**config.mk**
```make
export PLATFORM = sky130hd
export DESIGN_NAME = button_click_classifier_core_flat
export DESIGN_NICKNAME = d
export VERILOG_FILES = /design/src/rtl/bcc_pkg.sv /design/src/rtl/bcc_if.sv /design/src/rtl/bcc_cfg_regs.sv /design/src/rtl/bcc_classify.sv /design/src/rtl/button_click_classifier_core.sv /design/src/flat_wrapper.sv
export VERILOG_INCLUDE_DIRS = /design/src /design/src/rtl
export SDC_FILE = /design/constraint.sdc
export NUM_CORES = 1
export LEC_CHECK = 0
export BUFFER_PORTS_ARGS = -buffer_cell sky130_fd_sc_hd__buf_4
export CELL_PAD_IN_SITES_DETAIL_PLACEMENT = 0
export CELL_PAD_IN_SITES_GLOBAL_PLACEMENT = 1
export CORE_ASPECT_RATIO = 1.75
export CORE_MARGIN = 5
export CORE_UTILIZATION = 50
export DETAILED_ROUTE_END_ITERATION = 6
export PLACE_DENSITY = 0.82
export SYNTH_ARGS = -nofsm -noshare
export SYNTH_HDL_FRONTEND = slang
export SYNTH_SLANG_ARGS = --single-unit
export TNS_END_PERCENT = 1
```
**constraint.sdc**
```tcl
create_clock -name clk -period 9 [get_ports clk]
set_clock_uncertainty 0.15 [all_clocks]
set_input_delay 0.45 -clock clk [delete_from_list [all_inputs] [get_ports clk]]
set_output_delay 0.45 -clock clk [all_outputs]
set_load 0.1 [all_outputs]
```
**src/rtl/button_click_classifier_core_macros.svh**
```systemverilog
// Assertion macros for the button click classifier.
// Expects clk and rst_n in the scope of use.
`ifndef BUTTON_CLICK_CLASSIFIER_CORE_MACROS_SVH
`define BUTTON_CLICK_CLASSIFIER_CORE_MACROS_SVH

// Same-cycle implication, disabled in reset.
`define BCC_ASSERT_NOW(label, ante, cons, msg) \
    label: assert property (@(posedge clk) disable iff (!rst_n) (ante) |-> (cons)) \
        else $error(msg);

// Next-cycle implication, disabled in reset.
`define BCC_ASSERT_NEXT(label, ante, cons, msg) \
    label: assert property (@(posedge clk) disable iff (!rst_n) (ante) |=> (cons)) \
        else $error(msg);

`endif

```
**src/rtl/bcc_pkg.sv**
```systemverilog
// Shared types and constants for the button click classifier.
// No dependencies.
`default_nettype none

package bcc_pkg;

    localparam int TIME_BITS    = 32;
    localparam int EVENT_BITS   = 32;
    localparam int THR_BITS     = 16;
    localparam int REQ_BITS     = 2;
    localparam int KIND_BITS    = 2;
    localparam int CFG_IDX_BITS = 2;

    typedef logic [TIME_BITS-1:0]  time_t;
    typedef logic [EVENT_BITS-1:0] event_time_t;
    typedef logic [THR_BITS-1:0]   thr_t;

    typedef enum logic [REQ_BITS-1:0] {
        REQ_PRESS   = 2'd0,
        REQ_RELEASE = 2'd1,
        REQ_CLEAR   = 2'd2
    } req_t;

    typedef enum logic [KIND_BITS-1:0] {
        KIND_NONE   = 2'd0,
        KIND_SINGLE = 2'd1,
        KIND_DOUBLE = 2'd2,
        KIND_HOLD   = 2'd3
    } kind_t;

    typedef enum logic [CFG_IDX_BITS-1:0] {
        CFG_SINGLE_MAX = 2'd0,
        CFG_DOUBLE_MAX = 2'd1,
        CFG_HOLD_MIN   = 2'd2
    } cfg_idx_t;

    localparam thr_t SINGLE_MAX_RST = 16'd300;
    localparam thr_t DOUBLE_MAX_RST = 16'd500;
    localparam thr_t HOLD_MIN_RST   = 16'd1000;

    typedef struct packed {
        thr_t single_max;
        thr_t double_max;
        thr_t hold_min;
    } cfg_t;

    // One event handed from the input stage to the classifier.
    typedef struct packed {
        logic                step;
        logic [REQ_BITS-1:0] req_type;
        time_t               ev_time;
    } step_t;

endpackage

`default_nettype wire

```
**src/rtl/bcc_if.sv**
```systemverilog
// Valid/ready channel interfaces for the button click classifier.
// Depends on bcc_pkg.
`default_nettype none

interface bcc_req_if;
    import bcc_pkg::*;

    logic                      valid;
    logic                      ready;
    logic [REQ_BITS-1:0]       req_type;
    logic [EVENT_BITS-1:0]     event_time;

    modport source (output valid, output req_type, output event_time, input ready);
    modport sink   (input valid, input req_type, input event_time, output ready);
endinterface

interface bcc_rsp_if;
    import bcc_pkg::*;

    logic                  valid;
    logic                  ready;
    logic [KIND_BITS-1:0]  click_kind;

    modport source (output valid, output click_kind, input ready);
    modport sink   (input valid, input click_kind, output ready);
endinterface

`default_nettype wire

```
**src/rtl/bcc_cfg_regs.sv**
```systemverilog
// Threshold registers of the button click classifier, plain write port.
// Depends on bcc_pkg.
`default_nettype none

module bcc_cfg_regs (
    input  wire logic                         clk,
    input  wire logic                         rst_n,
    input  wire logic                         cfg_we,
    input  wire logic [bcc_pkg::CFG_IDX_BITS-1:0] cfg_idx,
    input  wire logic [bcc_pkg::THR_BITS-1:0] cfg_wdata,
    output bcc_pkg::cfg_t                     cfg
);
    import bcc_pkg::*;

    cfg_t cfg_reg;
    cfg_t cfg_next;

    always_comb
    begin
        cfg_next = cfg_reg;
        if (cfg_we)
        begin
            unique case (cfg_idx_t'(cfg_idx))
                CFG_SINGLE_MAX: cfg_next.single_max = cfg_wdata;
                CFG_DOUBLE_MAX: cfg_next.double_max = cfg_wdata;
                CFG_HOLD_MIN:   cfg_next.hold_min   = cfg_wdata;
                default:        cfg_next = cfg_reg;
            endcase
        end
    end

    always_ff @(posedge clk or negedge rst_n)
    begin
        if (!rst_n)
        begin
            cfg_reg.single_max <= SINGLE_MAX_RST;
            cfg_reg.double_max <= DOUBLE_MAX_RST;
            cfg_reg.hold_min   <= HOLD_MIN_RST;
        end
        else
        begin
            cfg_reg <= cfg_next;
        end
    end

    assign cfg = cfg_reg;

endmodule

`default_nettype wire

```
**src/rtl/bcc_classify.sv**
```systemverilog
// Click state and classification logic: one event per step.
// Depends on bcc_pkg and the assertion macro header.
`default_nettype none
`include "button_click_classifier_core_macros.svh"

module bcc_classify (
    input  wire logic                          clk,
    input  wire logic                          rst_n,
    input  wire bcc_pkg::cfg_t                 cfg,
    input  wire bcc_pkg::step_t                ev,
    output logic [bcc_pkg::KIND_BITS-1:0]      kind_next
);
    import bcc_pkg::*;

    logic  pending_reg, pending_next;
    time_t press_start_reg, press_start_next;
    time_t press_end_reg, press_end_next;
    time_t prior_start_reg, prior_start_next;
    kind_t last_kind_reg, last_kind_next;

    time_t len;
    time_t gap;
    logic  single_ok, hold_ok, double_ok;
    logic  is_release;

    // Differences against the new end time; negative or unset prior gives 0.
    always_comb
    begin
        len = (ev.ev_time >= press_start_reg) ? ev.ev_time - press_start_reg : '0;
        gap = (prior_start_reg != '0 && ev.ev_time >= prior_start_reg)
              ? ev.ev_time - prior_start_reg : '0;
        single_ok  = len <= time_t'(cfg.single_max);
        hold_ok    = len >= time_t'(cfg.hold_min);
        double_ok  = gap <= time_t'(cfg.double_max);
        is_release = ev.step && (req_t'(ev.req_type) == REQ_RELEASE);
    end

    always_comb
    begin
        pending_next     = pending_reg;
        press_start_next = press_start_reg;
        press_end_next   = press_end_reg;
        prior_start_next = prior_start_reg;
        last_kind_next   = last_kind_reg;
        if (ev.step)
        begin
            unique case (req_t'(ev.req_type))
                REQ_PRESS:
                begin
                    if (pending_reg)
                    begin
                        prior_start_next = press_start_reg;
                        press_end_next   = '0;
                    end
                    press_start_next = ev.ev_time;
                end
                REQ_RELEASE:
                begin
                    press_end_next = ev.ev_time;
                    if (!pending_reg)
                    begin
                        if (single_ok)
                        begin
                            last_kind_next = KIND_SINGLE;
                            pending_next   = 1'b1;
                        end
                        else if (hold_ok)
                        begin
                            last_kind_next   = KIND_HOLD;
                            press_start_next = '0;
                            press_end_next   = '0;
                            prior_start_next = '0;
                        end
                    end
                    else
                    begin
                        if (double_ok)
                        begin
                            last_kind_next   = KIND_DOUBLE;
                            pending_next     = 1'b0;
                            press_start_next = '0;
                            press_end_next   = '0;
                            prior_start_next = '0;
                        end
                        else if (single_ok)
                        begin
                            last_kind_next = KIND_SINGLE;
                        end
                    end
                end
                REQ_CLEAR:
                begin
                    pending_next     = 1'b0;
                    press_start_next = '0;
                    press_end_next   = '0;
                    prior_start_next = '0;
                    last_kind_next   = KIND_NONE;
                end
                default: ; // unused code: state kept
            endcase
        end
    end

    always_ff @(posedge clk or negedge rst_n)
    begin
        if (!rst_n)
        begin
            pending_reg     <= 1'b0;
            press_start_reg <= '0;
            press_end_reg   <= '0;
            prior_start_reg <= '0;
            last_kind_reg   <= KIND_NONE;
        end
        else
        begin
            pending_reg     <= pending_next;
            press_start_reg <= press_start_next;
            press_end_reg   <= press_end_next;
            prior_start_reg <= prior_start_next;
            last_kind_reg   <= last_kind_next;
        end
    end

    assign kind_next = last_kind_next;

    `BCC_ASSERT_NEXT(a_clear_resets,
        ev.step && req_t'(ev.req_type) == REQ_CLEAR,
        !pending_reg && last_kind_reg == KIND_NONE && press_start_reg == '0,
        "clear did not reset state")
    `BCC_ASSERT_NEXT(a_double_clears,
        is_release && pending_reg && double_ok,
        !pending_reg && press_start_reg == '0 && prior_start_reg == '0
            && last_kind_reg == KIND_DOUBLE,
        "double click left state behind")
    `BCC_ASSERT_NEXT(a_hold_clears,
        is_release && !pending_reg && !single_ok && hold_ok,
        !pending_reg && press_end_reg == '0 && last_kind_reg == KIND_HOLD,
        "hold left state behind")

endmodule

`default_nettype wire

```
**src/rtl/button_click_classifier_core.sv**
```systemverilog
// Top level of the button click classifier: input register, classifier, result register.
// Depends on bcc_pkg, bcc_if, bcc_cfg_regs, bcc_classify and the macro header.
//
//   channel  dir  payload                   handshake
//   req      in   req_type, event_time      valid/ready
//   rsp      out  click_kind                valid/ready
//   cfg      in   cfg_idx, cfg_wdata        cfg_we, no stall
//
// Each event passes from acceptance into the input register, then through the
// classifier into the result register; the classifier state is registered with it.
// One event is accepted per cycle unless a stalled result holds a full input register.
// A stalled result holds the input register, which then drops req.ready.
// Reset clears the valid flags, the click state and loads threshold defaults.
`default_nettype none
`include "button_click_classifier_core_macros.svh"

module button_click_classifier_core (
    input  wire logic                             clk,
    input  wire logic                             rst_n,
    bcc_req_if.sink                               req,
    bcc_rsp_if.source                             rsp,
    input  wire logic                             cfg_we,
    input  wire logic [bcc_pkg::CFG_IDX_BITS-1:0] cfg_idx,
    input  wire logic [bcc_pkg::THR_BITS-1:0]     cfg_wdata
);
    import bcc_pkg::*;

    cfg_t                 cfg;
    step_t                ev;
    logic [KIND_BITS-1:0] kind_next;

    logic                 in_valid_reg, in_valid_next;
    logic [REQ_BITS-1:0]  in_req_reg;
    time_t                in_time_reg;
    logic                 out_valid_reg, out_valid_next;
    logic [KIND_BITS-1:0] out_kind_reg;
    logic                 advance;
    logic                 accept;

    assign advance   = !out_valid_reg || rsp.ready;
    assign req.ready = !in_valid_reg || advance;
    assign accept    = req.valid && req.ready;

    always_comb
    begin
        in_valid_next  = in_valid_reg;
        out_valid_next = out_valid_reg;
        if (advance)
        begin
            out_valid_next = in_valid_reg;
            in_valid_next  = 1'b0;
        end
        if (accept)
        begin
            in_valid_next = 1'b1;
        end
    end

    always_ff @(posedge clk or negedge rst_n)
    begin
        if (!rst_n)
        begin
            in_valid_reg  <= 1'b0;
            out_valid_reg <= 1'b0;
        end
        else
        begin
            in_valid_reg  <= in_valid_next;
            out_valid_reg <= out_valid_next;
        end
    end

    always_ff @(posedge clk)
    begin
        if (accept)
        begin
            in_req_reg  <= req.req_type;
            in_time_reg <= time_t'(req.event_time);
        end
        if (ev.step)
        begin
            out_kind_reg <= kind_next;
        end
    end

    assign ev.step     = in_valid_reg && advance;
    assign ev.req_type = in_req_reg;
    assign ev.ev_time  = in_time_reg;

    bcc_cfg_regs u_cfg (
        .clk       (clk),
        .rst_n     (rst_n),
        .cfg_we    (cfg_we),
        .cfg_idx   (cfg_idx),
        .cfg_wdata (cfg_wdata),
        .cfg       (cfg)
    );

    bcc_classify u_classify (
        .clk       (clk),
        .rst_n     (rst_n),
        .cfg       (cfg),
        .ev        (ev),
        .kind_next (kind_next)
    );

    assign rsp.valid      = out_valid_reg;
    assign rsp.click_kind = out_kind_reg;

    `BCC_ASSERT_NEXT(a_in_held, in_valid_reg && !advance, in_valid_reg && $stable(in_req_reg), "stalled input item lost")

endmodule

`default_nettype wire
```
**src/flat_wrapper.sv**
```systemverilog
// flat-port wrapper written by rule: the top's interface ports become plain ports
module button_click_classifier_core_flat import bcc_pkg::*;
  (clk, rst_n, cfg_we, cfg_idx, cfg_wdata, req_valid, req_req_type, req_event_time, req_ready, rsp_valid, rsp_click_kind, rsp_ready);
  bcc_req_if req_i ();
  bcc_rsp_if rsp_i ();
  input  wire logic clk;
  input  wire logic rst_n;
  input  wire logic cfg_we;
  input  wire logic [bcc_pkg::CFG_IDX_BITS-1:0] cfg_idx;
  input  wire logic [bcc_pkg::THR_BITS-1:0] cfg_wdata;
  input wire logic [$bits(req_i.valid)-1:0] req_valid;
  input wire logic [$bits(req_i.req_type)-1:0] req_req_type;
  input wire logic [$bits(req_i.event_time)-1:0] req_event_time;
  output wire logic [$bits(req_i.ready)-1:0] req_ready;
  output wire logic [$bits(rsp_i.valid)-1:0] rsp_valid;
  output wire logic [$bits(rsp_i.click_kind)-1:0] rsp_click_kind;
  input wire logic [$bits(rsp_i.ready)-1:0] rsp_ready;
  assign req_i.valid = req_valid;
  assign req_i.req_type = req_req_type;
  assign req_i.event_time = req_event_time;
  assign req_ready = req_i.ready;
  assign rsp_valid = rsp_i.valid;
  assign rsp_click_kind = rsp_i.click_kind;
  assign rsp_i.ready = rsp_ready;
  button_click_classifier_core u_core (.clk(clk), .rst_n(rst_n), .req(req_i), .rsp(rsp_i), .cfg_we(cfg_we), .cfg_idx(cfg_idx), .cfg_wdata(cfg_wdata));
endmodule
```
==> impl_metrics.json, run 1 <==
{
  "synth_edf_count": 36,
  "drt-total-wl_mm": 35.14,
  "grt_pass1_wl_mm": 55.46,
  "power_mw": 4.022,
  "ys.flop_type": "dfrtp_1",
  "swShare_pct": 46.10,
  "drtIter0Drc": 556,
  "syn_area_um2": 11600,
  "vias": 9937,
  "r2r_end": "u_core.u_classify.prior_start_reg[5]",
  "final_hold_viol_count": 0,
  "final_area_um2": 12830,
  "cp_max_fo": 18,
  "routabilityCongestion": 0.9585,
  "clkTransAtPathRegs_ps": 70,
  "largest_register_ffs": 48,
  "power_frac_seq_pct": 24.3,
  "finish.utilization_pct": 56.20,
  "final_layout_size_suffix_gt1_share_pct": 13.00,
  "cts-root-buf": "clkbuf_16",
  "max_freq_ghz": 0.1432,
  "fin_crit_sh_pct": 77.57,
  "crit_path_start": "u_core.in_time_reg[17]",
  "p_clk_share_pct": 18.2,
  "wl_met2_mm": 19.03,
  "drc": 0,
  "antenna_cells": 0,
  "peakVddDrop_uv": 161.9,
  "die_height_um": 211.5,
  "grt_max_degree": 66,
  "slowest_stage": "a31oi_1",
  "period_minus_slack_ps": 6981,
  "fp-row-count": 73,
  "cp.arrival_ps": 7140,
  "die-area_um2": 26460,
  "setup_viol_count_final": 0,
  "top_level_ports": 61,
  "ys_ff_latch": 153,
  "portBuffers": 60,
  "rsz0062_at_grt": "false",
  "antenna_found_initial": 0,
  "start_util_pct": 50.79,
  "wl_met1_mm": 12.42,
  "chipWidth_um": 125.1,
  "areaGrowthSynthToFinish_pct": 10.65,
  "p_switching_mw": 1.854,
  "place_area_um2": 12220,
  "grt_usage_pct": 26.70,
  "total_leakage_power_nw": 5.577,
  "numCtsBuffers": 17,
  "cap_violations": 0,
  "met3_wirelength_mm": 1.009,
  "grt.overflow.total": 0,
  "wl_per_cell_um": 21.65,
  "coreArea_um2": 22830,
  "rr_startpoint": "u_core.in_time_reg[17]",
  "yosys_warnings": 0,
  "fillers": 2138,
  "viasPerCell": 6.123,
  "crit_chain": "ha_1, a21oi_1, o21ai_0, nand2_1, o211ai_1, o21bai_1, a31oi_1, and2_1, ha_1, nor2b_1, o211ai_1, a21boi_0, o31a_1, a41oi_1, nand4_1, nor4_1, a31oi_1, nand2_1, nand3_1, buf_4, a32o_1",
  "async_reset_ff_share_pct": 76.47,
  "htreeDepth": 4,
  "grt_pass1_vias": 10330,
  "hpwl_mm": 28.00,
  "setup.worst_path.end": "u_core.u_classify.prior_start_reg[5]",
  "dr.pass1.iters": 5,
  "crit_type": "register to register",
  "p_per_area_nw_per_um2": 313.4,
  "cp-end-kind": "register",
  "tightest_slew_ps": 1145,
  "power.share.combinational_pct": 57.5,
  "startpoint_type": "register",
  "slowest_delay_ps": 920,
  "r2r_slack_ps": 2020,
  "seq_area_frac_synth_pct": 34.74,
  "relSlewSlack_pct": 23.29,
  "cts_buffer_depth": 2,
  "synth_cell_types": 74,
  "insertion_delay_ps": 430,
  "holdWs_ps": 39.30,
  "reg2reg_depth": 21,
  "maxUsedRoutingLayer": "met4",
  "tns_ps": 0,
  "internal_power_mw": 2.168,
  "synthCells": 1278,
  "status": "finished, final reports clean",
  "drt.antenna.violating_nets": 0,
  "worstHoldPathType": "input pin to register",
  "synth_fp_nets": 1451,
  "cts_tree": "done",
  "layout.nets": 1483,
  "postSynthAreaPerCell_um2": 9.076,
  "cts.sinks": 153,
  "maxSlewViolCount": 0,
  "crit_required_ps": 9160
}
## cell usage in the layout (no fill, tap or decap), types with 9 or more instances in the layout
cell type	n
dfrtp_1	101
dfstp_2	16
nor2b_1	10
nand4_1	40
xor2_1	16
buf_4	67
mux2i_1	32
nor2_1	67
o211ai_1	13
inv_1	127
o21ai_0	78
nor3_1	23
clkbuf_16	18
mux2_2	37
o21a_1	16
nand2b_1	45
a211oi_1	10
nor4_1	19
a32o_1	33
xnor2_1	21
a21o_1	31
ha_1	114
a21oi_1	93
and3_1	9
edfxtp_1	36
and2_1	13
a31oi_1	16
or3_1	9
nand3_1	18
nand2_1	86
## Yosys cell counts, types with 16 or more instances
master,instances,area (µm²)
dfrtp_1,101,2527
a32o_1,33,330.3
o21a_1,16,120.1
nand3_1,18,90.09
a21oi_1,93,465.5
a21o_1,31,232.7
o21ai_0,78,390.4
clkbuf_1,44,165.2
nand2b_1,45,281.5
mux2i_1,32,320.3
dfstp_2,16,420.4
xor2_1,16,140.1
inv_1,127,476.7
a31oi_1,16,100.1
ha_1,114,1426
edfxtp_1,36,1081
nand2_1,86,322.8
nor4_1,19,118.9
xnor2_1,21,183.9
mux2_2,37,416.7
nor3_1,23,115.1
nor2_1,67,251.5
nand4_1,40,250.2
## cell type report
type | instances | area (µm²) | share of cell area [%]
Clock buffer | 18 | 450.4 | 3.510
Clock inverter | 14 | 152.6 | 1.189
Inverter | 127 | 476.7 | 3.715
Multi-Input combinational cell | 943 | 6837 | 53.27
Sequential cell | 153 | 4029 | 31.39
Tap cell | 300 | 375.4 | 2.925
Timing Repair Buffer | 68 | 513.0 | 3.997
## power by group through the flow
stage	combinational [mW]	sequential, mW	clock (mW)
4_1_cts	2.30	0.974	0.746
3_3_place_gp	2.27	0.983	0
5_1_grt	2.57	0.992	0.781
3_5_place_dp	2.28	0.987	0
2_1_floorplan	1.67	0.963	0
6_report	2.31	0.976	0.732
## layer usage
metal | GRT usage (%) | vias to the layer above
met5 | 0 | -
met4 | 18.19 | 0
met3 | 3.282 | 102
met2 | 51.14 | 297
met1 | 26.46 | 4793
li1 | - | 4745
## cells by family (layout without fill, tap and decap cells)
family          count (synthesis)  count (layout)  synth area share, %
compound gates                354             354                20.56
fa+ha+maj                     116             116                12.64
mux                            70              70                6.451
simple gates                  366             366                16.44
xor+xnor                       37              37                2.794
buf+inv                       182             227                6.375
flops                         153             153                34.74
## metrics by stage
stage	instances	setup slack, ps
2_1_floorplan	1278	3895
3_3_place_gp	1590	2256
3_5_place_dp	1590	2083
4_1_cts	1623	2041
5_1_grt	1623	1575
6_report	1623	2019
## how the worst min path moves through the flow
stage                                          from                              endpoint  slack [ps]  depth (start not counted)
6_report                         req_event_time[19]                u_core.in_time_reg[19]          40                          1
2_1_floorplan                                 rst_n                   u_core.in_valid_reg           4                          0
3_5_place_dp   u_core.u_classify.press_start_reg[2]  u_core.u_classify.prior_start_reg[2]         330                          1
4_1_cts                          req_event_time[19]                u_core.in_time_reg[19]          20                          1
3_3_place_gp                    u_core.in_valid_reg                      u_core.rsp.valid         330                          1
5_1_grt                          req_event_time[19]                u_core.in_time_reg[19]          20                          1
## worst max-delay path, delay by kind of cell, from the launching register on
| kind | cells | cell delay, ps |
|---|---|---|
| flops | 1 | 430 |
| fa+ha+maj | 2 | 790 |
| compound gates | 11 | 3190 |
| simple gates | 7 | 1790 |
| buf+inv | 1 | 480 |
## timing repair
item	CTS	global route
hold endpoints to repair	28	0
buffers inserted	0	0
resized for setup	0	0
hold buffers	1	0
setup endpoints to repair	0	0
Power figures use the tool's default switching activity.
==> inputs of run 2 (changes only) <==
--- a/config.mk
+++ b/config.mk
@@ -11,9 +11,9 @@
 export CELL_PAD_IN_SITES_GLOBAL_PLACEMENT = 1
 export CORE_ASPECT_RATIO = 1.75
 export CORE_MARGIN = 5
-export CORE_UTILIZATION = 50
+export CORE_UTILIZATION = 44
 export DETAILED_ROUTE_END_ITERATION = 6
-export PLACE_DENSITY = 0.82
+export PLACE_DENSITY = 0.77
 export SYNTH_ARGS = -nofsm -noshare
 export SYNTH_HDL_FRONTEND = slang
 export SYNTH_SLANG_ARGS = --single-unit
==> constraint.sdc (replaced) <==
create_clock -name clk -period 6.4 [get_ports clk]
set_clock_uncertainty 0.15 [all_clocks]
set_input_delay 0.32 -clock clk [delete_from_list [all_inputs] [get_ports clk]]
set_output_delay 0.32 -clock clk [all_outputs]
set_load 0.1 [all_outputs]
==> impl_metrics.json, run 2 (synthesis results as in run 1) <==
{
  "status": "finished, final reports clean",
  "cp-end-kind": "register",
  "maxSlewViolCount": 0,
  "r2r_slack_ps": 470,
  "tightest_slew_ps": 971.7,
  "holdWs_ps": 14.90,
  "period_minus_slack_ps": 5927,
  "crit_chain": "ha_1, a21oi_1, o21ai_1, a21o_1, a221o_1, nor3_1, buf_4, nor2_1, ha_1, a21o_1, a21o_1, a21oi_1, o21ai_0, o21a_1, o21ai_0, o211ai_1, a221o_1, a21o_1, a31oi_4, buf_4, mux2i_1",
  "routabilityCongestion": 0.9501,
  "cts-root-buf": "clkbuf_16",
  "fin_cells": 1702,
  "cts_tree": "done",
  "total_leakage_power_nw": 5.843,
  "grt_pass1_vias": 10470,
  "hpwl_mm": 28.96,
  "grt.overflow.total": 0,
  "rr_startpoint": "u_core.in_time_reg[19]",
  "drt.antenna.violating_nets": 0,
  "max_freq_ghz": 0.1687,
  "drc": 0,
  "grt_pass1_wl_mm": 57.04,
  "start_util_pct": 44.68,
  "critPathMostFrequentCell": "a21o_1",
  "hold_path_depth": 2,
  "fin_crit_sh_pct": 92.61,
  "coreArea_um2": 25960,
  "htreeDepth": 4,
  "crit_type": "register to register",
  "cp_max_fo": 16,
  "chipWidth_um": 132.7,
  "relSlewSlack_pct": 35.22,
  "cp.arrival_ps": 6140,
  "largest_register_ffs": 48,
  "rsz0062_at_grt": "false",
  "clkTransAtPathRegs_ps": 70,
  "r2r_end": "u_core.u_classify.press_start_reg[25]",
  "setup_viol_count_final": 0,
  "tns_ps": 0,
  "cts_buffer_depth": 2,
  "die_height_um": 224.8,
  "dp_cells": 1619,
  "final_common_cell": "inv_1",
  "dr.pass1.iters": 5,
  "critical-path-top-delay-family": "compound AO/OA/AOI/OAI gates",
  "final_hold_viol_count": 0,
  "drtIter0Drc": 666,
  "peakVddDrop_uv": 279.7,
  "path_buf_inv": 2,
  "final_area_um2": 13450,
  "fillers": 2452,
  "grt_max_degree": 63,
  "reg2reg_depth": 21,
  "crit_required_ps": 6610,
  "finish.utilization_pct": 51.81,
  "slowest_delay_ps": 470,
  "antenna_cells": 0,
  "insertion_delay_ps": 450,
  "top_level_ports": 61,
  "startpoint_type": "register",
  "most-common-layout-cells": "127 x inv_1, 114 x ha_1, 101 x dfrtp_1",
  "worstHoldEndpoint": "u_core.u_cfg.cfg[16]",
  "wl_per_cell_um": 21.64,
  "vias": 10050,
  "portBuffers": 60,
  "min_from": "cfg_wdata[0]",
  "final_layout_size_suffix_gt1_share_pct": 13.10,
  "numCtsBuffers": 17,
  "place_area_um2": 12330,
  "p_per_area_nw_per_um2": 430.9,
  "cap_violations": 0,
  "worstHoldPathType": "input pin to register",
  "grt_usage_pct": 24.77,
  "areaGrowthSynthToFinish_pct": 15.95,
  "layout.nets": 1542,
  "cts.sinks": 153,
  "dp_slack_ps": 408.8,
  "slowest_stage": "ha_1",
  "fin_ws_ps": 473.2,
  "power_mw": 5.795,
  "viasPerCell": 5.906,
  "antenna_found_initial": 0,
  "drt-total-wl_mm": 36.84,
  "die-area_um2": 29840,
  "fp-row-count": 78
}
==> run 2: changes by cell type in the layout (fill, tap and decap cells not counted), sizes merged <==
cell         change
buf              +9
inv              -1
clkinvlp         -1
clkbuf           +2
dlygate4sd3     +50
==> run 2: worst max-delay path by stage <==
stage | to | depth (start not counted) | slack [ps] | startpoint
floorplan | u_core.u_classify.press_start_reg[0] | 20 | 1290 | u_core.in_time_reg[23]
global placement | u_core.u_classify.prior_start_reg[21] | 25 | 430 | u_core.in_time_reg[0]
detailed placement | u_core.u_classify.prior_start_reg[20] | 25 | 410 | u_core.in_time_reg[0]
CTS | u_core.u_classify.prior_start_reg[16] | 22 | 380 | u_core.in_time_reg[14]
global route | u_core.u_classify.prior_start_reg[16] | 23 | 180 | u_core.in_time_reg[5]
finish | u_core.u_classify.press_start_reg[25] | 21 | 470 | u_core.in_time_reg[19]
==> run 2: worst register-to-register path: cells and delay by family (launching register included) <==
family / cells / cell delay, ps
adders and majority gates: 2 / 770
and+or+nand+nor: 2 / 400
AOI/OAI and AO/OA: 14 / 3280
muxes: 1 / 240
DFF: 1 / 440
buffers and inverters: 2 / 550
==> run 2: area by class of cell <==
class	instances	area, µm²	share of cell area (%)
multi-input combinational	943	6845	50.90
sequential	153	4029	29.96
timing repair buffer	127	1094	8.131
clock buffer	20	479.2	3.563
inverter	127	476.7	3.545
tap	320	400.4	2.977
clock inverter	12	125.1	0.9303
==> run 2: repair_timing <==
item	in CTS	in global routing
hold buffers	51	0
resized for setup	0	1
hold endpoints to repair	104	0
setup endpoints to repair	0	32
buffers inserted	0	0
==> run 2: layer usage <==
metal	global-route usage [%]	routed length, µm	vias to the layer above
met5	0	0	-
met3	3.021	1154	87
li1	-	-	4851
met4	15.03	2273	0
met2	48.70	20410	269
met1	24.24	12990	4845
==> run 2: where the power goes <==
group | switching (mW) | internal [mW]
logic | 2.04 | 1.32
clock network | 0.460 | 0.593
registers | 0.160 | 1.23
total | 2.66 | 3.14
